`src/sv/qrs_pkg.sv`:
```
`timescale 1ns / 1ps
// ----------------------------------------------------------------------------
// qrs_pkg
// Widths, types and codes shared by the quadratic root solver pipeline.
// ----------------------------------------------------------------------------
package qrs_pkg;

	localparam int WORD_BITS = 32;
	localparam int FRAC_BITS = 16;

	// b*b + 4*|a*c| needs two bits more than a product, plus one carry
	localparam int DISC_W   = 2 * WORD_BITS + 3;
	localparam int SQ_PAIRS = (DISC_W + 2 * FRAC_BITS + 1) / 2;
	localparam int RAD_W    = 2 * SQ_PAIRS;
	localparam int ROOT_W   = SQ_PAIRS;
	localparam int REM_W    = ROOT_W + 2;
	localparam int P_W      = WORD_BITS + FRAC_BITS;
	localparam int NUM_W    = ((P_W > ROOT_W) ? P_W : ROOT_W) + 1;
	localparam int DEN_W    = WORD_BITS + 1;

	localparam int IN_W       = 3 * WORD_BITS;
	localparam int IN_TDATA_W = ((IN_W + 7) / 8) * 8;
	localparam int OUT_W      = 2 + 2 * WORD_BITS + 1;
	localparam int OUT_TDATA_W = ((OUT_W + 7) / 8) * 8;

	typedef enum logic [1:0] {
		K_NONE = 2'd0,
		K_ONE  = 2'd1,
		K_TWO  = 2'd2
	} kind_t;

	typedef struct packed {
		kind_t              kind;
		logic               pneg;
		logic [P_W-1:0]     pmag;
		logic               dneg;
		logic [DEN_W-1:0]   dmag;
	} sq_pay_t;

	typedef struct packed {
		logic [RAD_W-1:0]   rad;
		logic [REM_W-1:0]   rem;
		logic [ROOT_W-1:0]  root;
	} sq_st_t;

	typedef struct packed {
		kind_t              kind;
		logic               neg1;
		logic               neg2;
		logic [DEN_W-1:0]   dmag;
	} dv_pay_t;

	typedef struct packed {
		logic [DEN_W-1:0]   rem;
		logic [NUM_W-1:0]   nq;
	} lane_t;

	typedef struct packed {
		lane_t l1;
		lane_t l2;
	} dv_st_t;

	typedef struct packed {
		logic [1:0]                  count;
		logic signed [WORD_BITS-1:0] r1;
		logic signed [WORD_BITS-1:0] r2;
		logic                        sat;
	} res_t;

endpackage

```
`src/sv/qrs_div_cell.sv`:
```
`timescale 1ns / 1ps
// ----------------------------------------------------------------------------
// qrs_div_cell
// One quotient bit of a restoring division, for both root numerators at once
// over the shared denominator.
// ----------------------------------------------------------------------------
module qrs_div_cell import qrs_pkg::*; (
	input  logic    clk,
	input  logic    arst_n,
	input  logic    en,
	input  logic    in_valid,
	input  dv_pay_t in_pay,
	input  dv_st_t  in_st,
	output logic    out_valid,
	output dv_pay_t out_pay,
	output dv_st_t  out_st
);

	function automatic lane_t div_step(lane_t x, logic [DEN_W-1:0] d);
		logic [DEN_W:0] r;
		lane_t          y;
		r    = {x.rem, x.nq[NUM_W-1]};
		y.nq = {x.nq[NUM_W-2:0], 1'b0};
		if (r >= {1'b0, d}) begin
			r       = r - {1'b0, d};
			y.nq[0] = 1'b1;
		end
		y.rem = r[DEN_W-1:0];
		return y;
	endfunction

	logic    v_q;
	dv_pay_t pay_q;
	dv_st_t  st_q;

	always_ff @(posedge clk or negedge arst_n) begin
		if (!arst_n) begin
			v_q <= 1'b0;
		end else if (en) begin
			v_q <= in_valid;
		end
	end

	always_ff @(posedge clk) begin
		if (en) begin
			pay_q   <= in_pay;
			st_q.l1 <= div_step(in_st.l1, in_pay.dmag);
			st_q.l2 <= div_step(in_st.l2, in_pay.dmag);
		end
	end

	assign out_valid = v_q;
	assign out_pay   = pay_q;
	assign out_st    = st_q;

endmodule

```
`config.mk`:
```
export PLATFORM = sky130hd
export DESIGN_NAME = qrs_div_cell
export DESIGN_NICKNAME = d
export VERILOG_FILES = /design/src/sv/qrs_pkg.sv /design/src/sv/qrs_div_cell.sv
export SDC_FILE = /design/constraint.sdc
export NUM_CORES = 1
export LEC_CHECK = 0
export BUFFER_PORTS_ARGS = -buffer_cell sky130_fd_sc_hd__buf_4
export CAP_MARGIN = 20
export CELL_PAD_IN_SITES_DETAIL_PLACEMENT = 1
export CELL_PAD_IN_SITES_GLOBAL_PLACEMENT = 2
export CORE_MARGIN = 3
export CORE_UTILIZATION = 32
export DETAILED_ROUTE_END_ITERATION = 12
export PLACE_DENSITY_LB_ADDON = 0.25
export SLEW_MARGIN = 20
export SYNTH_ARGS = -nofsm -noshare
export SYNTH_HDL_FRONTEND = slang
export SYNTH_SLANG_ARGS = --single-unit
```
`constraint.sdc`:
```
create_clock -name clk -period 0.9 [get_ports clk]
set_clock_uncertainty 0.1 [all_clocks]
set_input_delay 0.09 -clock clk [delete_from_list [all_inputs] [get_ports clk]]
set_output_delay 0.09 -clock clk [all_outputs]
set_load 0.02 [all_outputs]
```
==> impl_results.md <==
- Number of I/O pins: 415
- RSZ-0062 raised after global routing: true
- NetSw: ~0.011 W
- Max_cap viols: 0
- Crit path time final: slightly below 3 ns
- Failing checks: negative hold slack, negative setup slack
- Synth Area in Simple Gates: 6.98%
- Clock sinks: 206
- Area Overhead vs Synth: 92.1%
- Core area: 32900 sq um
- Antenna violations before repair: 5
- Tcrit/Tclk final: 323%
- Clk pwr share: 32.1%
- Synth area leader: edfxtp_1
- Clk slew on worst S/H paths: 0.07 ns
- Register share of total power: 34.9%
- Setup WS post-layout: -2.01 ns
- Vias in the first global route: approximately 12000
- Worst r2r path cells: 2
- Share of layout cells above drive strength 1: 49.4%
- Slew @ Worst Pin: 0.391 ns
- Drt drc: 0
- Leakage power: 9.22 nW
- Final setup violation count: between 200 and 300
- CTS Buf Count: 26
- Post-Syn Instances: about 800
- Clk_lat worst skew: 0.53 ns
- Largest net degree at the start of global routing: 50
- Mapped cell area: between 10000 and 15000 sq um
- Longest Clk Path Bufs: 3
- Finished Layout Cells: 2163
- Synth cell types: 69
- # port buffers: 414
- XOR/XNOR share of the synthesized area: about 4.8%
- Post-synth EDFFs: 205
- Vias: 11000
- Remaining antenna violation count: 0
- Top FF cell, synth: edfxtp_1
- Critical Path Start Type: input pin
- Pint: about 0.025 W
- Combinational family with the most area after synthesis: compound AO/OA/AOI/OAI gates
- H-tree levels: 1
- Total wire length: 57700 um
- Avg Inst Size Synth: 13.4 sq um
- Per-cell routed wire length: 26.7 um
- Fraction of the mapped netlist area in adder cells: under 10%
- Compound-Gate Fraction of Synth Area: 12.1%
- Net Sw Frac: 30.7%
- CTS root buf: clkbuf_16
- Synth top area share: a little under three fifths
- Final Max Tran Viols: 0
- FP Rows: 66
- Gpl congestion: 0.877
- Die X-Extent: 190 um
- Setup TNS: -210.16 ns
- Hold Worst Slack: -0.304 ns
- Post-DP HPWL: between 30000 and 40000 um
- Slew HR: 73.6%
- Fmax: approximately 340 MHz
- R2R Path End: out_valid
- TritonCTS clock tree: yes
- R2R Setup Slk: -0.15 ns
- Vert. Die Dim: 190 um
- Fin nets: 1975
- Status: complete, but fails checks
- Min-delay src: in_pay[0]
- Mux share of post-synthesis cell area: roughly 7.8%
- Crit path DAT: 3.10 ns
- Top cells by area, synth: edfxtp_1 (57%), ha_1 (7.7%), mux2_4 (3.6%)
- Power per cell area: roughly 1700 nW/um^2
- Syn nets: approximately 1100
- 1st-iter DRT viols: 705
- Via density: 5.09
- Max VDD drop: 0.00113 V
- Critical path class: in -> reg
- DIE AREA: 35900 sq um
- Ys async rst share: 0.485%
- Worst hold path class: in -> reg
- Final hold viol count: between 40 and 50
- Worst Path Max Fanout: 5
- Starting density of the core: 32.8%
- Synth warn: 0
- Cell depth of the worst hold path: 1
- Crit path capture type: flop
- Critical Path RT: 1.09 ns
- First drt pass iteration count: 5
- #FFs+latches synth: 206
- Grt ovf: 0
- First-pass GRT wire length: a little over 80000 um
- Post-synthesis sequential area ratio: 57.3%
- Worst r2r src: out_valid
- Hold endpoint: out_pay[0]
- Tot GR Track Use: 30.0%
- Dpl cells: approximately 1900
- Gate power share: about a third
==> layout by cell type (no fill, tap or decap), types with 7 or more instances in the layout <==
master / netlist / final
clkbuf_16: 0 / 29
nand2_1: 39 / 38
buf_6: 6 / 213
xor2_1: 25 / 25
o21bai_1: 11 / 11
dlygate4sd3_1: 0 / 201
nand3_1: 12 / 10
ha_1: 66 / 56
o21ai_0: 29 / 26
nor2_1: 30 / 30
nor2b_1: 8 / 8
xnor2_1: 34 / 34
edfxtp_1: 205 / 205
buf_4: 1 / 452
a31oi_1: 7 / 7
a211oi_1: 9 / 8
mux2_4: 26 / 39
nor3_1: 12 / 10
inv_1: 52 / 42
ha_4: 0 / 8
nand4_1: 18 / 18
a21oi_1: 44 / 42
buf_12: 0 / 12
a21o_1: 31 / 31
mux2_2: 25 / 24
o21a_1: 7 / 7
==> cell families (layout without fill, tap and decap cells) <==
logic type / count (synthesis) / after routing
adders and majority gates: 68 / 68
muxes: 66 / 66
DFF: 206 / 206
and+or+nand+nor: 149 / 149
xor gates and xnor gates: 59 / 59
buffers and inverters: 73 / 989
AOI/OAI and AO/OA: 181 / 181
other: 0 / 3
==> power by group through the flow <==
| stage | Sequential, W | Combinational, W | Clock [W] |
|---|---|---|---|
| after global placement | 0.0123 | 0.00934 | 0 |
| after floorplan | 0.0136 | 0.00332 | 0 |
| final | 0.0125 | 0.0118 | 0.0115 |
| after global routing | 0.0126 | 0.0124 | 0.0120 |
| after CTS | 0.0124 | 0.0113 | 0.0112 |
| after detailed placement | 0.0123 | 0.00953 | 0 |
==> worst max-delay path by stage <==
stage	startpoint	end	slack, ns	depth (start not counted)
6_report	in_pay[1]	out_st[57]	-2.01	15
3_5_place_dp	in_st[134]	out_st[148]	-2.47	15
4_1_cts	in_st[134]	out_st[153]	-1.90	16
5_1_grt	in_pay[1]	out_st[72]	-2.04	16
2_1_floorplan	in_st[50]	out_st[55]	-2.16	14
3_3_place_gp	in_st[134]	out_st[148]	-2.41	15
==> cell type report <==
type	count	area [sq um]
inverter	52	240
sequential	206	6180
fill	3349	12100
multi-input combinational	523	4550
timing repair buffer	889	8290
antenna	3	7.51
clock buffer	29	683
tap	442	553
clock inverter	19	215
==> metal layers <==
metal | track usage [%] | vias up | part of all wire (%)
li1 | - | 4856 | -
met1 | 34.9 | 5511 | 38
met2 | 54.5 | 490 | 51
met3 | 5.86 | 139 | 6.1
met4 | 11.3 | 4 | 5.2
met5 | 0 | - | 0.040
==> Yosys cell counts, drive strengths merged (2+ instances only) <==
master,number
a21oi,44
o21bai,11
buf,12
a31oi,9
nand2b,6
nor2,30
nor3,12
nand3,12
xor2,25
a221o,2
a41oi,2
fa,2
mux2i,3
edfxtp,205
clkbuf,9
nand2,39
a21o,32
o21ai,32
a21boi,2
nor4,2
o21a,8
inv,52
a311oi,3
a221oi,4
mux2,63
and2,5
or3,3
a211oi,10
nand4,18
and3,6
o211ai,5
ha,66
a32oi,2
o211a,2
nor2b,8
xnor2,34
nor4b,3
o2111ai,3
==> metrics by stage <==
step / power, W / cell area, sq um / utilization [%] / setup slack (ns)
after floorplan: 0.0169 / 11000 / - / -2.16
after global placement: 0.0217 / 16500 / 50.1 / -2.41
after detailed placement: 0.0219 / 16500 / 50.1 / -2.47
after CTS: 0.0349 / 20600 / 62.6 / -1.90
after global routing: 0.0370 / 20700 / 63.0 / -2.04
final: 0.0358 / 20700 / 63.0 / -2.01
==> repair_timing <==
item / in CTS / in global routing
pin swaps: 21 / 8
resized for setup: 236 / 18
buffers inserted: 16 / 5
setup endpoints to repair: 274 / 282
cloned: 6 / 2
endpoints found under the hold margin: 393 / 101
hold buffers: 199 / 3
==> worst max-delay path, cell delays in order <==
cell and delay, ns:
buf_8 0.08, clkinvlp_4 0.17, buf_4 0.19, fa_2 0.38, a21oi_2 0.18, o211ai_1 0.15
nor4b_4 0.16, or3_4 0.36, a31oi_4 0.22, o21a_4 0.16, o21ai_4 0.08, a41oi_4 0.21
buf_6 0.18, clkbuf_16 0.17, mux2_4 0.31
==> registers in the layout, indices dropped and copies added (netlist names) <==
name and count:
out_valid 1, out_st 168, out_pay 37
No activity file was read; power rests on OpenSTA's default activity.
