--- config.mk ---
export PLATFORM = sky130hd
export DESIGN_NAME = qrs_round
export DESIGN_NICKNAME = d
export VERILOG_FILES = /design/src/sv/qrs_pkg.sv /design/src/sv/qrs_round.sv
export SDC_FILE = /design/constraint.sdc
export NUM_CORES = 1
export LEC_CHECK = 0
export BUFFER_PORTS_ARGS = -buffer_cell sky130_fd_sc_hd__buf_4
export CORE_UTILIZATION = 50
export CTS_BUF_LIST = sky130_fd_sc_hd__clkbuf_8
export CTS_CLUSTER_DIAMETER = 100
export DETAILED_ROUTE_END_ITERATION = 12
export GPL_ROUTABILITY_DRIVEN = 0
export PLACE_DENSITY = 0.76
export SLEW_MARGIN = 20
export SYNTH_ARGS = -nofsm -noshare
export SYNTH_HDL_FRONTEND = slang
export SYNTH_SLANG_ARGS = --single-unit
--- constraint.sdc ---
create_clock -name clk -period 1 [get_ports clk]
set_input_delay 0.25 -clock clk [delete_from_list [all_inputs] [get_ports clk]]
set_output_delay 0.25 -clock clk [all_outputs]
set_load 0.1 [all_outputs]
--- src/sv/qrs_pkg.sv ---
`timescale 1ns / 1ps
// ----------------------------------------------------------------------------
// qrs_pkg
// Widths, types and codes shared by the quadratic root solver pipeline.
// ----------------------------------------------------------------------------
package qrs_pkg;

	localparam int WORD_BITS = 32;
	localparam int FRAC_BITS = 16;

	// b*b + 4*|a*c| needs two bits more than a product, plus one carry
	localparam int DISC_W   = 2 * WORD_BITS + 3;
	localparam int SQ_PAIRS = (DISC_W + 2 * FRAC_BITS + 1) / 2;
	localparam int RAD_W    = 2 * SQ_PAIRS;
	localparam int ROOT_W   = SQ_PAIRS;
	localparam int REM_W    = ROOT_W + 2;
	localparam int P_W      = WORD_BITS + FRAC_BITS;
	localparam int NUM_W    = ((P_W > ROOT_W) ? P_W : ROOT_W) + 1;
	localparam int DEN_W    = WORD_BITS + 1;

	localparam int IN_W       = 3 * WORD_BITS;
	localparam int IN_TDATA_W = ((IN_W + 7) / 8) * 8;
	localparam int OUT_W      = 2 + 2 * WORD_BITS + 1;
	localparam int OUT_TDATA_W = ((OUT_W + 7) / 8) * 8;

	typedef enum logic [1:0] {
		K_NONE = 2'd0,
		K_ONE  = 2'd1,
		K_TWO  = 2'd2
	} kind_t;

	typedef struct packed {
		kind_t              kind;
		logic               pneg;
		logic [P_W-1:0]     pmag;
		logic               dneg;
		logic [DEN_W-1:0]   dmag;
	} sq_pay_t;

	typedef struct packed {
		logic [RAD_W-1:0]   rad;
		logic [REM_W-1:0]   rem;
		logic [ROOT_W-1:0]  root;
	} sq_st_t;

	typedef struct packed {
		kind_t              kind;
		logic               neg1;
		logic               neg2;
		logic [DEN_W-1:0]   dmag;
	} dv_pay_t;

	typedef struct packed {
		logic [DEN_W-1:0]   rem;
		logic [NUM_W-1:0]   nq;
	} lane_t;

	typedef struct packed {
		lane_t l1;
		lane_t l2;
	} dv_st_t;

	typedef struct packed {
		logic [1:0]                  count;
		logic signed [WORD_BITS-1:0] r1;
		logic signed [WORD_BITS-1:0] r2;
		logic                        sat;
	} res_t;

endpackage

--- src/sv/qrs_round.sv ---
`timescale 1ns / 1ps
// ----------------------------------------------------------------------------
// qrs_round
// Rounds both quotients to nearest (ties away from zero), applies the sign,
// saturates to the word range and sets the root count.
// ----------------------------------------------------------------------------
module qrs_round import qrs_pkg::*; (
	input  logic    clk,
	input  logic    arst_n,
	input  logic    en,
	input  logic    in_valid,
	input  dv_pay_t in_pay,
	input  dv_st_t  in_st,
	output logic    out_valid,
	output res_t    out_res
);

	localparam logic [NUM_W:0] LIM_POS = (NUM_W+1)'((64'd1 << (WORD_BITS - 1)) - 64'd1);
	localparam logic [NUM_W:0] LIM_NEG = (NUM_W+1)'(64'd1 << (WORD_BITS - 1));

	logic v_q;
	res_t res_q;
	res_t res_d;
	logic sat1, sat2;

	function automatic logic [WORD_BITS:0] fin(lane_t x, logic neg, logic [DEN_W-1:0] d);
		logic [NUM_W:0]     q, lim;
		logic               s;
		logic [WORD_BITS-1:0] m;
		q   = {1'b0, x.nq} + (NUM_W+1)'({x.rem, 1'b0} >= {1'b0, d});
		lim = neg ? LIM_NEG : LIM_POS;
		s   = (q > lim);
		m   = s ? lim[WORD_BITS-1:0] : q[WORD_BITS-1:0];
		return {s, neg ? (~m + 1'b1) : m};
	endfunction

	always_comb begin
		{sat1, res_d.r1} = fin(in_st.l1, in_pay.neg1, in_pay.dmag);
		{sat2, res_d.r2} = fin(in_st.l2, in_pay.neg2, in_pay.dmag);
		res_d.sat = sat1 || sat2;
		unique case (in_pay.kind)
			K_ONE:   res_d.count = 2'd1;
			K_TWO:   res_d.count = 2'd2;
			default: begin
				res_d.count = 2'd0;
				res_d.r1    = '0;
				res_d.r2    = '0;
				res_d.sat   = 1'b0;
			end
		endcase
	end

	always_ff @(posedge clk or negedge arst_n) begin
		if (!arst_n) begin
			v_q <= 1'b0;
		end else if (en) begin
			v_q <= in_valid;
		end
	end

	always_ff @(posedge clk) begin
		if (en) begin
			res_q <= res_d;
		end
	end

	assign out_valid = v_q;
	assign out_res   = res_q;

endmodule

==> results of run 1 <==
-- cells by family after synthesis --
family | share of synthesized area (%)
XOR/XNOR | 6.98
flip-flops | 19.6
multiplexers | 2.44
adder cells (fa/ha/maj) | 16.4
AO/OA/AOI/OAI | 21.0
AND/OR/NAND/NOR | 27.6
buffers and inverters | 6.04
-- what timing repair did --
item	in CTS
endpoints found under the hold margin	1
hold buffers	1
cloned	9
buffers inserted	73
pin swaps	112
gates resized for setup	276
setup endpoints to repair	133
-- cells in the mapped netlist (4+ instances only) --
cell                          n  area [um2]
sky130_fd_sc_hd__ha_1       136        1700
sky130_fd_sc_hd__a21oi_1    108         541
sky130_fd_sc_hd__nor2_1     102         383
sky130_fd_sc_hd__inv_1       93         349
sky130_fd_sc_hd__nand2_1     87         327
sky130_fd_sc_hd__nand3_1     74         370
sky130_fd_sc_hd__edfxtp_1    67        2010
sky130_fd_sc_hd__nand4_1     62         388
sky130_fd_sc_hd__o21ai_0     58         290
sky130_fd_sc_hd__xnor2_1     45         394
sky130_fd_sc_hd__a21o_1      44         330
sky130_fd_sc_hd__xor2_1      36         315
sky130_fd_sc_hd__and4_1      28         245
sky130_fd_sc_hd__and3_1      26         163
sky130_fd_sc_hd__nor3_1      26         130
sky130_fd_sc_hd__clkbuf_1    25        93.8
sky130_fd_sc_hd__a211oi_1    24         180
sky130_fd_sc_hd__nor4_1      24         150
sky130_fd_sc_hd__mux2i_1     22         220
sky130_fd_sc_hd__buf_2       18        90.1
sky130_fd_sc_hd__and2_1      13        81.3
sky130_fd_sc_hd__a31oi_1     12        75.1
sky130_fd_sc_hd__nand2b_1    10        62.6
sky130_fd_sc_hd__nor2b_1     10        62.6
sky130_fd_sc_hd__o21a_1      10        75.1
sky130_fd_sc_hd__o31ai_1     10        75.1
sky130_fd_sc_hd__o211ai_1     8        60.1
sky130_fd_sc_hd__or2_2        8        50.1
sky130_fd_sc_hd__a311oi_1     7        61.3
sky130_fd_sc_hd__buf_4        7        52.6
sky130_fd_sc_hd__or3_1        6        37.5
sky130_fd_sc_hd__nand4b_1     5        43.8
sky130_fd_sc_hd__or4_1        5        37.5
sky130_fd_sc_hd__nor3b_1      4        30.0
sky130_fd_sc_hd__nor4_2       4        50.1
sky130_fd_sc_hd__o2111ai_1    4        35.0
-- per-layer routing --
| metal | global-route usage, % | GRT overflow |
|---|---|---|
| met1 | 83.8 | 2 |
| met2 | 102 | 232 |
| met3 | 74.3 | 3 |
| met4 | 92.0 | 125 |
| met5 | 41.4 | 1 |
-- stage by stage --
stage	setup TNS (ns)	cell area, um2
detailed placement	-360.49	16200
CTS	-344.35	18300
floorplan	-310.70	10900
global placement	-346.69	16200
==> metrics.txt, run 1 <==
# TYPE chip_impl_metric gauge
chip_impl_metric{name="globalRoute.totalOverflow",unit=""} 363
chip_impl_metric{name="hpwl",unit="um"} 32200
chip_impl_metric{name="ys_seq_elements",unit=""} 68
chip_impl_metric{name="place.detailed.instances",unit=""} 2215
chip_impl_metric{name="synth.distinct_cells",unit=""} 86
chip_impl_metric{name="io_buffer_count",unit=""} 276
chip_impl_metric{name="postSynthNetCount",unit=""} 1655
chip_impl_metric{name="synth_warnings",unit=""} 0
chip_impl_info{name="stage_at_which_the_run_stopped",value="global routing"} 1
chip_impl_metric{name="cts.path.max_buffers",unit=""} 2
chip_impl_metric{name="synth_area",unit="um2"} 10400
chip_impl_info{name="worstEndpointGrtRepair",value="out_res[29]$_SDFFCE_PN0P_/D"} 1
chip_impl_metric{name="h-tree-depth",unit=""} 3
chip_impl_metric{name="synthesis.instances",unit=""} 1310
chip_impl_metric{name="post_synth_edffs",unit=""} 67
chip_impl_metric{name="die_w",unit="um"} 146
chip_impl_info{name="stop_error",value="[ERROR GRT-0232] Routing congestion too high. Check the congestion heatmap in the GUI."} 1
chip_impl_info{name="worst-ep-kind",value="register data pin"} 1
chip_impl_metric{name="detailedPlace.worstSlack",unit="ns"} -6.25
chip_impl_metric{name="initial_utilization",unit="%"} 51.2
chip_impl_metric{name="num_rows",unit=""} 52
chip_impl_metric{name="grt_start_max_net_pins",unit=""} 34
chip_impl_metric{name="avgSynthCellArea",unit="um2"} 7.93
chip_impl_metric{name="die_y",unit="um"} 146
chip_impl_info{name="cts_root_buffer",value="sky130_fd_sc_hd__clkbuf_8"} 1
chip_impl_metric{name="fraction_of_registers_with_async_set_or_reset_after_synthesis",unit="%"} 1.47
chip_impl_info{name="postSynth.topFlopCell",value="sky130_fd_sc_hd__edfxtp_1"} 1
chip_impl_metric{name="synth-seq-area-share",unit="%"} 19.6
chip_impl_info{name="run_status",value="stopped before the end"} 1
chip_impl_metric{name="pin_count",unit=""} 277
chip_impl_metric{name="gr_usage_total",unit="%"} 86.8
chip_impl_metric{name="cts-buffers-inserted",unit=""} 9
chip_impl_metric{name="tritoncts_num_sinks",unit=""} 68
==> inputs of run 2 (changes only) <==
- CORE_UTILIZATION: 50 -> 35
- CTS_BUF_LIST: sky130_fd_sc_hd__clkbuf_8 -> not set
- CTS_CLUSTER_DIAMETER: 100 -> not set
- PLACE_DENSITY: 0.76 -> not set
- PLACE_DENSITY_LB_ADDON: not set -> 0.15
==> metrics.txt, run 2 <==
# TYPE chip_impl_metric gauge
chip_impl_metric{name="finalClockSkew",unit="ns"} 0
chip_impl_metric{name="worstSkewPairLatency",unit="ns"} 0.35
chip_impl_metric{name="critical_path.max_stage_delay",unit="ns"} 0.33
chip_impl_info{name="worstSetupEndpointType",value="register"} 1
chip_impl_metric{name="num_rows",unit=""} 62
chip_impl_metric{name="layoutNonFillerInstCount",unit=""} 2449
chip_impl_info{name="postSynth.topFlopCell",value="sky130_fd_sc_hd__edfxtp_1"} 1
chip_impl_metric{name="globalRoute.totalOverflow",unit=""} 0
chip_impl_metric{name="setup_ws",unit="ns"} -5.67
chip_impl_metric{name="place.detailed.instances",unit=""} 2349
chip_impl_metric{name="post_synth_edffs",unit=""} 67
chip_impl_metric{name="maxCapViolations",unit=""} 0
chip_impl_info{name="final_common_cell",value="sky130_fd_sc_hd__buf_4"} 1
chip_impl_metric{name="largest_register_ffs",unit=""} 67
chip_impl_metric{name="finish.net_count",unit=""} 2405
chip_impl_metric{name="clkSlewWorstSetupHoldPaths",unit="ns"} 0.06
chip_impl_metric{name="post-route-util",unit="%"} 66.0
chip_impl_metric{name="synth-seq-area-share",unit="%"} 19.6
chip_impl_info{name="synth.top_cells.by_count",value="136 x sky130_fd_sc_hd__ha_1, 108 x sky130_fd_sc_hd__a21oi_1, 102 x sky130_fd_sc_hd__nor2_1"} 1
chip_impl_metric{name="hold_viol_final",unit=""} 0
chip_impl_metric{name="vias_per_cell",unit=""} 5.42
chip_impl_metric{name="die-area",unit="um2"} 30400
chip_impl_info{name="run_status",value="complete, but fails checks"} 1
chip_impl_metric{name="grt_first_pass_wirelength",unit="um"} 66300
chip_impl_info{name="critPathLaunchType",value="primary input"} 1
chip_impl_info{name="tritoncts",value="built"} 1
chip_impl_metric{name="grt_antenna_before_repair",unit=""} 0
chip_impl_metric{name="postSynthNetCount",unit=""} 1655
chip_impl_metric{name="worst_ep_arrival_time",unit="ns"} 6.86
chip_impl_metric{name="grt_start_max_net_pins",unit=""} 23
chip_impl_info{name="critical_path_s_slowest_cell",value="sky130_fd_sc_hd__ha_1"} 1
chip_impl_metric{name="io_buffer_count",unit=""} 276
chip_impl_metric{name="vdd_drop_max",unit="V"} 0.000926
chip_impl_metric{name="area_growth_syn_to_layout",unit="%"} 83.6
chip_impl_metric{name="num_antenna_cells",unit=""} 0
chip_impl_metric{name="max_slew.worst_pin.slew",unit="ns"} 0.503
chip_impl_info{name="cts_root_buffer",value="sky130_fd_sc_hd__clkbuf_16"} 1
chip_impl_metric{name="die_y",unit="um"} 174
chip_impl_metric{name="initial_utilization",unit="%"} 35.9
chip_impl_metric{name="drt.antenna.violating_nets",unit=""} 0
chip_impl_info{name="synth.area.top_cells",value="sky130_fd_sc_hd__edfxtp_1 19%, sky130_fd_sc_hd__ha_1 16%, sky130_fd_sc_hd__a21oi_1 5.2%"} 1
chip_impl_metric{name="finalWirelength",unit="um"} 42700
chip_impl_metric{name="fraction_of_layout_instances_using_a_drive_strength_above_1",unit="%"} 52.3
chip_impl_metric{name="dpl-instance-area",unit="um2"} 16500
chip_impl_metric{name="tritoncts_num_sinks",unit=""} 68
chip_impl_metric{name="grt_pass1_vias",unit=""} 13200
chip_impl_metric{name="cts-buffers-inserted",unit=""} 9
chip_impl_metric{name="slew_headroom",unit="%"} 66.2
chip_impl_metric{name="hpwl",unit="um"} 32200
chip_impl_metric{name="min_period_over_period",unit="%"} 667
chip_impl_info{name="holdCritPathClass",value="in -> reg"} 1
chip_impl_info{name="timing.critical_path.mode_cell",value="sky130_fd_sc_hd__buf_4"} 1
chip_impl_metric{name="setup_violations",unit=""} 133
chip_impl_metric{name="sum_of_internal_switching_and_leakage_power",unit="mW"} 15.7
chip_impl_metric{name="h-tree-depth",unit=""} 3
chip_impl_metric{name="die_w",unit="um"} 174
chip_impl_metric{name="avgSynthCellArea",unit="um2"} 7.93
chip_impl_info{name="yosys.cell_count.top_type",value="sky130_fd_sc_hd__ha_1"} 1
chip_impl_metric{name="core_region_area",unit="um2"} 28900
chip_impl_info{name="post_synthesis_cell_type_with_the_largest_combined_area",value="sky130_fd_sc_hd__edfxtp_1"} 1
chip_impl_info{name="layout_common_cells",value="672 x sky130_fd_sc_hd__buf_4, 122 x sky130_fd_sc_hd__ha_1, 96 x sky130_fd_sc_hd__buf_6"} 1
chip_impl_metric{name="synth.distinct_cells",unit=""} 86
chip_impl_info{name="setup_repair_after_global_routing_missed_its_margin",value="yes"} 1
chip_impl_metric{name="post-route-drc-count",unit=""} 0
chip_impl_info{name="crit_type",value="in -> reg"} 1
chip_impl_info{name="failing_checks",value="negative setup slack"} 1
chip_impl_metric{name="crit_fanout",unit=""} 5
chip_impl_metric{name="initial_drc_count",unit=""} 784
chip_impl_metric{name="pwr_density_cell",unit="nW/um2"} 823
chip_impl_metric{name="finalMaxSlewViolations",unit=""} 0
chip_impl_metric{name="synth_largest_type_area_fraction",unit="%"} 19.4
chip_impl_metric{name="period_needed",unit="ns"} 6.67
chip_impl_metric{name="gr_usage_total",unit="%"} 27.0
chip_impl_metric{name="detail_route.wl_per_cell",unit="um"} 17.4
chip_impl_metric{name="pin_count",unit=""} 277
chip_impl_metric{name="synth_warnings",unit=""} 0
chip_impl_metric{name="first_pass_iters",unit=""} 5
chip_impl_metric{name="critPathRequiredTime",unit="ns"} 1.19
chip_impl_metric{name="maximum_frequency_from_static_timing_analysis",unit="GHz"} 0.150
chip_impl_metric{name="layout.cell_area.non_filler",unit="um2"} 19100
chip_impl_metric{name="num_vias",unit=""} 13300
chip_impl_metric{name="synth_area",unit="um2"} 10400
chip_impl_metric{name="fraction_of_registers_with_async_set_or_reset_after_synthesis",unit="%"} 1.47
chip_impl_metric{name="total_leakage_power",unit="nW"} 8.70
chip_impl_metric{name="ys_seq_elements",unit=""} 68
chip_impl_metric{name="synthesis.instances",unit=""} 1310
chip_impl_metric{name="cts.path.max_buffers",unit=""} 2
run 2: cell counts after synthesis:
No cell type changed its count.
run 2: worst max-delay path: cells and delay by family:
family / cells / cell delay (ns)
adders and majority gates: 4 / 0.90
buffers and inverters: 9 / 1.12
xor gates and xnor gates: 1 / 0.17
AOI/OAI and AO/OA: 15 / 2.05
and+or+nand+nor: 12 / 2.11
muxes: 1 / 0.23
run 2: area by class of cell:
cell class	count	area, um2
clock inverter	7	98.8
fill	2414	9850
multi-input combinational	1094	9240
clock buffer	9	225
timing repair buffer	793	6640
sequential	68	2040
tap	384	480
inverter	94	365
run 2: final timing paths:
path,startpoint,endpoint,slack (ns),cells past startpoint
worst max-delay path,in_pay[1],out_res[17],-5.67,42
worst min-delay path,in_valid,out_valid,0.13,2
worst max register to register,out_valid,out_valid,0.14,1
worst min register to register,out_valid,out_valid,0.60,1
max in group asynchronous,arst_n,out_valid,0.65,2
min in group asynchronous,arst_n,out_valid,0.24,2
run 2: logic make-up after synthesis:
kind of cell    share of synthesized area, %
simple gates                            27.6
compound gates                          21.0
buf+inv                                 6.04
fa+ha+maj                               16.4
xor+xnor                                6.98
flops                                   19.6
mux                                     2.44
run 2: timing repair:
item	4_1_cts	5_1_grt
pin swaps	104	104
hold endpoints to repair	1	0
resized for setup	236	107
endpoints found under the setup margin	133	133
gates cloned	4	2
hold buffers	1	0
buffers inserted	69	29
run 2: power by group:
group	internal [mW]	total (mW)	switching (mW)
sequential	3.49	3.65	0.162
clock	2.20	3.67	1.48
combinational	3.46	8.39	4.93
total	9.15	15.7	6.56
run 2: metrics by stage:
step           setup slack [ns]  hold WS (ns)  setup TNS [ns]
6_report                  -5.67         0.134         -336.45
2_1_floorplan             -5.47       -0.0456         -310.70
4_1_cts                   -5.67         0.115         -328.10
3_5_place_dp              -6.14        0.0485         -353.43
5_1_grt                   -6.01         0.140         -357.42
3_3_place_gp              -5.99        0.0502         -348.42
run 2: metal layers:
layer  vias to the layer above  track usage [%]  share of wire [%]
li1                       6465                -                  -
met1                      6232             34.5                 43
met3                       100             3.52                6.1
met2                       480             46.3                 48
met4                         0             9.87                3.0
met5                         -                0                  0
(Power assumes the default switching activity.)
