File: config.mk
export PLATFORM = sky130hd
export DESIGN_NAME = qrs_sqrt_cell
export DESIGN_NICKNAME = d
export VERILOG_FILES = /design/src/sv/qrs_pkg.sv /design/src/sv/qrs_sqrt_cell.sv
export SDC_FILE = /design/constraint.sdc
export NUM_CORES = 1
export LEC_CHECK = 0
export BUFFER_PORTS_ARGS = -buffer_cell sky130_fd_sc_hd__buf_2
export CORE_AREA = 8 8 220 222
export CTS_CLUSTER_SIZE = 40
export DETAILED_ROUTE_END_ITERATION = 10
export DIE_AREA = 0 0 228 230
export GPL_TIMING_DRIVEN = 1
export HOLD_SLACK_MARGIN = 0.12
export SLEW_MARGIN = 20
export SYNTH_ARGS = -nofsm -noshare
export SYNTH_HDL_FRONTEND = slang
export SYNTH_SLANG_ARGS = --single-unit
File: constraint.sdc
create_clock -name clk -period 0.8 [get_ports clk]
set_input_delay 0.04 -clock clk [delete_from_list [all_inputs] [get_ports clk]]
set_output_delay 0.04 -clock clk [all_outputs]
set_load 0.1 [all_outputs]
File: src/sv/qrs_pkg.sv
`timescale 1ns / 1ps
// ----------------------------------------------------------------------------
// qrs_pkg
// Widths, types and codes shared by the quadratic root solver pipeline.
// ----------------------------------------------------------------------------
package qrs_pkg;

	localparam int WORD_BITS = 32;
	localparam int FRAC_BITS = 16;

	// b*b + 4*|a*c| needs two bits more than a product, plus one carry
	localparam int DISC_W   = 2 * WORD_BITS + 3;
	localparam int SQ_PAIRS = (DISC_W + 2 * FRAC_BITS + 1) / 2;
	localparam int RAD_W    = 2 * SQ_PAIRS;
	localparam int ROOT_W   = SQ_PAIRS;
	localparam int REM_W    = ROOT_W + 2;
	localparam int P_W      = WORD_BITS + FRAC_BITS;
	localparam int NUM_W    = ((P_W > ROOT_W) ? P_W : ROOT_W) + 1;
	localparam int DEN_W    = WORD_BITS + 1;

	localparam int IN_W       = 3 * WORD_BITS;
	localparam int IN_TDATA_W = ((IN_W + 7) / 8) * 8;
	localparam int OUT_W      = 2 + 2 * WORD_BITS + 1;
	localparam int OUT_TDATA_W = ((OUT_W + 7) / 8) * 8;

	typedef enum logic [1:0] {
		K_NONE = 2'd0,
		K_ONE  = 2'd1,
		K_TWO  = 2'd2
	} kind_t;

	typedef struct packed {
		kind_t              kind;
		logic               pneg;
		logic [P_W-1:0]     pmag;
		logic               dneg;
		logic [DEN_W-1:0]   dmag;
	} sq_pay_t;

	typedef struct packed {
		logic [RAD_W-1:0]   rad;
		logic [REM_W-1:0]   rem;
		logic [ROOT_W-1:0]  root;
	} sq_st_t;

	typedef struct packed {
		kind_t              kind;
		logic               neg1;
		logic               neg2;
		logic [DEN_W-1:0]   dmag;
	} dv_pay_t;

	typedef struct packed {
		logic [DEN_W-1:0]   rem;
		logic [NUM_W-1:0]   nq;
	} lane_t;

	typedef struct packed {
		lane_t l1;
		lane_t l2;
	} dv_st_t;

	typedef struct packed {
		logic [1:0]                  count;
		logic signed [WORD_BITS-1:0] r1;
		logic signed [WORD_BITS-1:0] r2;
		logic                        sat;
	} res_t;

endpackage

File: src/sv/qrs_sqrt_cell.sv
`timescale 1ns / 1ps
// ----------------------------------------------------------------------------
// qrs_sqrt_cell
// One digit of a restoring square root: takes two radicand bits, yields one
// root bit, and hands the partial result to the next cell.
// ----------------------------------------------------------------------------
module qrs_sqrt_cell import qrs_pkg::*; (
	input  logic    clk,
	input  logic    arst_n,
	input  logic    en,
	input  logic    in_valid,
	input  sq_pay_t in_pay,
	input  sq_st_t  in_st,
	output logic    out_valid,
	output sq_pay_t out_pay,
	output sq_st_t  out_st
);

	logic           v_q;
	sq_pay_t        pay_q;
	sq_st_t         st_q;
	logic [REM_W+1:0] r2, t;
	logic           ge;
	sq_st_t         st_d;

	always_comb begin
		r2 = {in_st.rem, in_st.rad[RAD_W-1 -: 2]};
		t  = {2'b00, in_st.root, 2'b01};
		ge = (r2 >= t);
		st_d.rem  = ge ? REM_W'(r2 - t) : REM_W'(r2);
		st_d.root = {in_st.root[ROOT_W-2:0], ge};
		st_d.rad  = {in_st.rad[RAD_W-3:0], 2'b00};
	end

	always_ff @(posedge clk or negedge arst_n) begin
		if (!arst_n) begin
			v_q <= 1'b0;
		end else if (en) begin
			v_q <= in_valid;
		end
	end

	always_ff @(posedge clk) begin
		if (en) begin
			pay_q <= in_pay;
			st_q  <= st_d;
		end
	end

	assign out_valid = v_q;
	assign out_pay   = pay_q;
	assign out_st    = st_q;

endmodule

==> reports/results.ini, run 1 <==
[outcome]
run_status=finished, violations left
violations=hold timing, setup timing

[floorplan]
dieWidth_um=228
rows=78
num_io_pins=579
die_area_mm2=0.0524
initial_core_util=0.278
core_mm2=0.0449
die_h_um=230

[synth]
ys_warn_count=0
ys_seq_area_frac=0.688
synth_edf_count=285
syn_avg_cell_area_um2=13.6
synth_ff_type=edfxtp_1
synthArstFlopShare=0.00350
synth_seq_cells=286
synthCells=914
yosysUniqueCellTypes=67
post_synth_instance_area_mm2=0.0125

[route]
vias=12600
finalWirelength_um=65300
vias_per_cell=4.73
antenna_left=0
drt_iter0_drc=890
drc=0
firstDrtPassIters=7
wl_per_cell_um=24.4

[critical_path]
r2r_setup_slack_ps=-80
arrival_ps=2410
criticalPathCategory=in2reg
r2r_end=out_valid
cp.required_ps=1080
r2r-start=out_valid
reg2reg_depth=1
endpoint_kind=register
worstSetupStartpointType=input port
critPathMaxFanout=8

[finish]
synthToLayoutAreaGrowth_pct=120
finalInstanceArea_mm2=0.0274
final_cell_mix=303 x buf_12, 285 x edfxtp_1, 282 x dlygate4sd3_1, 278 x buf_2, 234 x buf_4
final_common_cell=buf_12
final_nets=2380
drive_above_1_share=0.501

[power_and_ir_drop]
intPower_w=0.0378
p_leak_nw=11.7
power_frac_comb=0.406
p_seq_frac=0.321
power.density_mw_per_mm2=2220
pwr-share-clk=0.273
switchingPower_w=0.0231
ir_drop_mv=1.74
swShare=0.379

[timing]
setup_ws_ps=-1330
min_period_over_period=2.67
report.final.setup_viol=340
finalHoldViolations=24
worstMarginPinSlew_ps=484
hold_ws_ps=-326
tns_ps=-181800
fin_crit_ps=2130
skew_ps=0
slew_headroom=0.673
drv_slew=0
fmax_ghz=0.469
rsz0062_at_grt=true

[clocking]
cts_tree=done
cts-root-buf=clkbuf_16
clock_latency_ps=540
h-tree-depth=2
clock-sinks=286
clkTransAtPathRegs_ps=60
cts_buffers=35
clock_path_buffers=3

[placement]
portBuffers=576
place.gp.congestion=0.907
dpl.hpwl_um=47800
placed_cell_area_mm2=0.0224

[global_route]
grt-ovfl-total=0
grt_pass1_vias=13600
antenna_found_initial=17
grt_max_degree=27
grt_pass1_wl_um=94400
gr-usage-all-layers=0.239

[hold_path]
hold_depth=1
hp-class=in2reg
min-delay-start=in_st[18]
hold_end=out_st[19]

[job]
max_cap_violations=0

==> logic make-up after synthesis <==
| family | Yosys count | share of synthesized area |
|---|---|---|
| multiplexers | 6 | 0.00522 |
| buffers and inverters | 104 | 0.0345 |
| other | 1 | 0.000301 |
| flip-flops | 286 | 0.688 |
| adder cells (fa/ha/maj) | 52 | 0.0522 |
| AND/OR/NAND/NOR | 194 | 0.0737 |
| XOR/XNOR | 49 | 0.0344 |
| AO/OA/AOI/OAI | 222 | 0.112 |
==> how the worst max path moves through the flow <==
stage | from | end | slack (ps)
2_1_floorplan | in_st[37] | out_st[63] | -1600
3_3_place_gp | in_st[0] | out_st[98] | -1900
3_5_place_dp | in_st[7] | out_st[94] | -1970
4_1_cts | in_st[0] | out_st[89] | -1280
5_1_grt | in_st[0] | out_st[51] | -1380
6_report | in_st[0] | out_st[89] | -1330
==> layout make-up <==
class,count,area [um2]
flip-flops and latches,286,8590
diodes,9,22.5
fillers,3301,17500
clock buffers,42,923
clock inverters,21,248
inverters,66,263
multi-input cells,525,4240
repair buffers,1123,12400
well taps,600,751
==> cell usage after synthesis (3+ instances only) <==
master,count,area share
edfxtp_1,285,0.69
nand2_1,88,0.026
inv_1,66,0.020
o21ai_0,66,0.026
a21oi_1,61,0.024
ha_1,52,0.052
a21o_1,31,0.019
nor2_1,29,0.0087
xnor2_1,25,0.018
xor2_1,24,0.017
buf_2,20,0.0080
nand4_1,18,0.0090
clkbuf_1,15,0.0045
nand3_1,13,0.0052
nor3_1,10,0.0040
o21ai_1,8,0.0032
and3_1,7,0.0035
o21bai_1,7,0.0042
nand2b_1,6,0.0030
a31oi_1,5,0.0025
o211ai_1,5,0.0030
or3_1,5,0.0025
a21boi_0,4,0.0024
o21a_1,4,0.0024
a2111oi_0,3,0.0021
and2_1,3,0.0015
mux2_1,3,0.0027
nor2b_1,3,0.0015
o31ai_1,3,0.0018
==> per-stage QoR <==
stage,util,total power [W],setup WS (ps),cells
finish,0.610,0.0609,-1330,2672
global route,0.610,0.0626,-1380,2669
CTS,0.605,0.0608,-1280,2653
detailed placement,0.499,0.0422,-1970,2287
global placement,0.499,0.0420,-1900,2287
floorplan,-,0.0319,-1600,915
==> power groups by stage <==
stage	sequential [W]	clock, W	combinational (W)
finish	0.0196	0.0166	0.0247
global route	0.0197	0.0174	0.0254
CTS	0.0195	0.0169	0.0244
detailed placement	0.0198	0	0.0224
global placement	0.0198	0	0.0222
floorplan	0.0291	0	0.00275
==> flip-flops by register name (all words and copies together), names as in the netlist <==
signal,cells
out_st,200
out_pay,85
out_valid,1
==> critical path, cell delays in order <==
cell      delay, ps
buf_8           100
inv_4            40
ha_4            190
nor2b_4         120
o211ai_1        220
nand3b_1        200
a21oi_4         270
a21oi_4         100
o31ai_4         290
o31ai_4         110
a21oi_4         220
buf_12          190
mux2_4          300
==> routing by layer <==
layer  part of all wire  GRT usage  vias to the layer above  routed length, um
li1                   -          -                     5665                  -
met1               0.34      0.246                     6194              22500
met2               0.52      0.440                      591              34200
met3              0.079     0.0729                      162               5140
met4              0.051      0.111                       20               3320
met5             0.0020          0                        -                132
==> timing repair <==
item | in CTS | in global routing
setup endpoints to repair | 340 | 343
hold endpoints to repair | 549 | 166
pin swaps | 42 | 27
cloned | 2 | 0
setup buffers | 21 | 11
hold buffers | 281 | 2
resized for setup | 156 | 44
Power figures use the tool's default switching activity.
==> run 2: changes to the inputs <==
BUFFER_PORTS_ARGS = unset   (was -buffer_cell sky130_fd_sc_hd__buf_2)
CAP_MARGIN = 20   (was unset)
CTS_CLUSTER_DIAMETER = 120   (was unset)
DONT_BUFFER_PORTS = 1   (was unset)
==> reports/results.ini, run 2 (same netlist as run 1, synthesis figures left out) <==
[global_route]
antenna_found_initial=7
grt_pass1_vias=11500
grt-ovfl-total=0
grt_pass1_wl_um=86400
gr-usage-all-layers=0.223
grt_max_degree=287

[finish]
final_common_cell=buf_12
fin_util=0.559
largest_reg_flops=200
final_nets=1990
synthToLayoutAreaGrowth_pct=101
fill_cells=3388
final_cell_mix=292 x buf_12, 285 x edfxtp_1, 267 x dlygate4sd3_1, 170 x buf_4, 53 x inv_1
drive_above_1_share=0.423

[critical_path]
crit_start=in_st[37]
path_cells=inv_8 > ha_4 > and2_4 > nand3_2 > or3_4 > nor4_4 > a21oi_2 > o21ai_2 > a21oi_4 > buf_12 > buf_12 > buf_16 > o31ai_4
r2r_setup_slack_ps=-90
critPathMaxFanout=5
crit_top_cell=buf_12
path_buf_inv=4
endpoint=out_st[55]
endpoint_kind=register
arrival_ps=2350
criticalPathCategory=in2reg
slowest_stage=or3_4
cp.required_ps=1180
reg2reg_depth=1
slowest_delay_ps=420
cp_num_cells=13
r2r-start=out_valid
r2r_end=out_valid
crit_family=simple AND/OR/NAND/NOR gates
worstSetupStartpointType=input port

[clocking]
cts_buffers=15
h-tree-depth=1
cts-root-buf=clkbuf_16
clock_path_buffers=3
cts_tree=done
clkTransAtPathRegs_ps=140
clock-sinks=286
clock_latency_ps=550

[timing]
rsz0062_at_grt=true
fin_crit_ps=1970
min_period_over_period=2.47
report.final.setup_viol=351
worstMarginPinSlew_ps=551
finalHoldViolations=283
tns_ps=-179990
slew_headroom=0.632
fmax_ghz=0.506
hold_ws_ps=-425
skew_ps=0
setup_ws_ps=-1170
drv_slew=0

[route]
drt_iter0_drc=833
finalWirelength_um=62900
drc=0
vias_per_cell=4.85
antenna_left=0
vias=11000
wl_per_cell_um=27.8
firstDrtPassIters=5

[hold_path]
hp-class=in2reg

[floorplan]
num_io_pins=579
die_h_um=230
initial_core_util=0.278
rows=78
core_mm2=0.0449
dieWidth_um=228
die_area_mm2=0.0524

[job]
max_cap_violations=0

[outcome]
run_status=finished, violations left
violations=hold timing, setup timing

[power_and_ir_drop]
p_leak_nw=10.2
ir_drop_mv=1.71
power.density_mw_per_mm2=2140

[placement]
portBuffers=0
pre_cts_slack_ps=-1860
place.gp.congestion=0.883
dpl.hpwl_um=44700

[run 2: cell types whose count changed in the layout (fill, tap and decap cells not counted), moves of 7 or more]
cell	delta
o21ai_1	-13
clkbuf_16	-18
buf_12	-11
dlygate4sd3_1	-15
inv_2	-7
buf_6	-10
o21ai_2	+13
buf_4	-64
buf_16	+7
nand2_1	-29
nand2_4	+27
buf_2	-278
[run 2: repair_timing]
action                                  CTS  global route
endpoints found under the hold margin   571           365
pin swaps                                71            71
gates cloned                              7             3
resized for setup                       174           116
endpoints found under the setup margin  340           377
hold buffers                            278            26
buffers inserted                         25            12
[run 2: worst min-delay path by stage]
stage,from,end,slack (ps),cells past startpoint
2_1_floorplan,arst_n,out_valid,-260,0
3_3_place_gp,arst_n,out_valid,-260,0
3_5_place_dp,arst_n,out_valid,-260,0
4_1_cts,in_st[42],out_st[43],-450,0
5_1_grt,in_st[36],out_st[37],-450,0
6_report,in_st[36],out_st[37],-420,0
[run 2: layout make-up]
type	instances	area [um2]	share of cell area
antenna	7	17.5	0.000698
clock buffer	15	375	0.0150
clock inverter	11	240	0.00957
inverter	66	278	0.0111
multi-input combinational	525	4610	0.183
sequential	286	8590	0.342
tap	600	751	0.0299
timing repair buffer	753	10300	0.408
[run 2: layer usage]
| metal | up-vias | GRT usage | wire [um] |
|---|---|---|---|
| li1 | 4863 | - | - |
| met1 | 5534 | 0.231 | 22100 |
| met2 | 496 | 0.419 | 33500 |
| met3 | 93 | 0.0693 | 4830 |
| met4 | 0 | 0.0756 | 2470 |
| met5 | - | 0 | 0 |
[run 2: metrics by stage]
step / hold slack [ps] / area, um2 / cells / total power (W)
6_report: -425 / 25100 / 2263 / 0.0538
5_1_grt: -450 / 25100 / 2259 / 0.0552
4_1_cts: -451 / 24600 / 2253 / 0.0535
3_5_place_dp: -256 / 20200 / 1919 / 0.0407
3_3_place_gp: -256 / 20200 / 1919 / 0.0405
2_1_floorplan: -256 / 12700 / 915 / 0.0319
[run 2: power breakdown]
| group | switching [W] | internal [W] |
|---|---|---|
| clock | 0.00616 | 0.00437 |
| sequential | 0.00124 | 0.0183 |
| combinational | 0.0147 | 0.00904 |
| total | 0.0221 | 0.0317 |
==> run 3: changes to the inputs <==
clock period = 1.6 ns   (was 0.8 ns; I/O delays follow)
==> reports/results.ini, run 3 (same netlist as run 1, synthesis figures left out) <==
[job]
max_cap_violations=0

[finish]
largest_reg_flops=200
drive_above_1_share=0.400
synthToLayoutAreaGrowth_pct=70.4
finalInstanceArea_mm2=0.0213
final_cell_mix=475 x buf_4, 285 x edfxtp_1, 278 x dlygate4sd3_1, 67 x nand2_1, 55 x inv_1
final_nets=2010
instances_no_fill=2277
final_common_cell=buf_4

[critical_path]
critPathMaxFanout=5
crit_top_cell=a21oi_4
criticalPathCategory=in2reg
endpoint_kind=register
crit_family=compound AO/OA/AOI/OAI gates
slowest_stage=o31ai_4
path_buf_inv=2
path_cells=ha_4 > nor2b_4 > o211ai_1 > nand3b_1 > a21oi_4 > a21oi_4 > o31ai_4 > o31ai_4 > a21oi_4 > buf_6 > buf_12 > mux2_4
cp.required_ps=1910
slowest_delay_ps=330
arrival_ps=2360
worstSetupStartpointType=input port

[floorplan]
core_mm2=0.0449
num_io_pins=579
initial_core_util=0.278
dieWidth_um=228
die_h_um=230
die_area_mm2=0.0524
rows=78

[timing]
drv_slew=0
slew_headroom=0.529
fmax_ghz=0.489
skew_ps=0
worstMarginPinSlew_ps=689
finalHoldViolations=268
fin_crit_ps=2050
hold_ws_ps=-354
setup_ws_ps=-445
rsz0062_at_grt=true
min_period_over_period=1.28
tns_ps=-19120
report.final.setup_viol=53

[outcome]
run_status=finished, violations left
violations=hold timing, setup timing

[power_and_ir_drop]
ir_drop_mv=1.06
power_frac_comb=0.412
switchingPower_w=0.0103
swShare=0.427
total_power_w=0.0241
intPower_w=0.0138
p_leak_nw=8.65
power.density_mw_per_mm2=1130
p_seq_frac=0.387
pwr-share-clk=0.201

[hold_path]
hp-class=in2reg

[clocking]
clock_path_buffers=3
h-tree-depth=1
cts_tree=done
clock_latency_ps=530
cts_buffers=14
clkTransAtPathRegs_ps=140
clock-sinks=286
cts-root-buf=clkbuf_16

[route]
drt_iter0_drc=578
finalWirelength_um=56900
vias_per_cell=4.68
wl_per_cell_um=25.0
antenna_left=0
drc=0
firstDrtPassIters=5
vias=10700

[global_route]
grt_max_degree=287
grt_pass1_vias=11100
gr-usage-all-layers=0.200
grt_pass1_wl_um=79000
grt-ovfl-total=0
antenna_found_initial=4

[placement]
pre_cts_slack_ps=-1120
place.gp.congestion=0.874
portBuffers=0
placed_cell_area_mm2=0.0168
dpl.hpwl_um=41300
place_inst=1934

==> run 3: final timing paths <==
check,start,endpoint,cells after the start,slack (ps)
worst max register to register,out_valid,out_valid,2,220
max in group asynchronous,arst_n,out_valid,2,1220
min in group asynchronous,arst_n,out_valid,2,280
worst min-delay path,in_st[20],out_st[21],0,-350
worst max-delay path,in_st[50],out_st[86],12,-450
worst min register to register,out_valid,out_valid,2,1160
==> run 3: power groups by stage <==
stage,logic (W),clock network (W),registers [W]
after global routing,0.0102,0.00524,0.00939
final,0.00992,0.00485,0.00933
after detailed placement,0.00873,0,0.00948
after floorplan,0.00137,0,0.0146
after CTS,0.00973,0.00505,0.00931
after global placement,0.00870,0,0.00946
==> run 3: through the flow <==
stage                     hold WS [ps]  utilization
after floorplan                   -216            -
after global placement            -216        0.373
after detailed placement          -216        0.373
after CTS                         -405        0.462
after global routing              -386        0.474
final                             -354        0.474
==> run 3: final cells by class <==
class | count | area, um2
inverters | 66 | 288
fillers | 3888 | 23600
clock buffers | 15 | 375
diodes | 2 | 5.00
multi-input cells | 525 | 4350
flip-flops and latches | 286 | 8580
repair buffers | 774 | 6710
clock inverters | 9 | 196
well taps | 600 | 751
==> run 3: repair_timing <==
action | 4_1_cts | 5_1_grt
hold endpoints to repair | 571 | 319
setup endpoints to repair | 53 | 53
hold buffers | 260 | 18
cloned | 5 | 1
gates resized for setup | 145 | 69
pin swaps | 45 | 34
setup buffers | 24 | 11
==> run 3: per-layer routing <==
layer	global-route usage	routed length, um	share of wire	vias to the layer above
met4	0.0734	2250	0.040	2
met2	0.376	30300	0.53	443
met1	0.207	20100	0.35	5253
met3	0.0633	4270	0.075	81
li1	-	-	-	4884
met5	0	13	0.00023	-
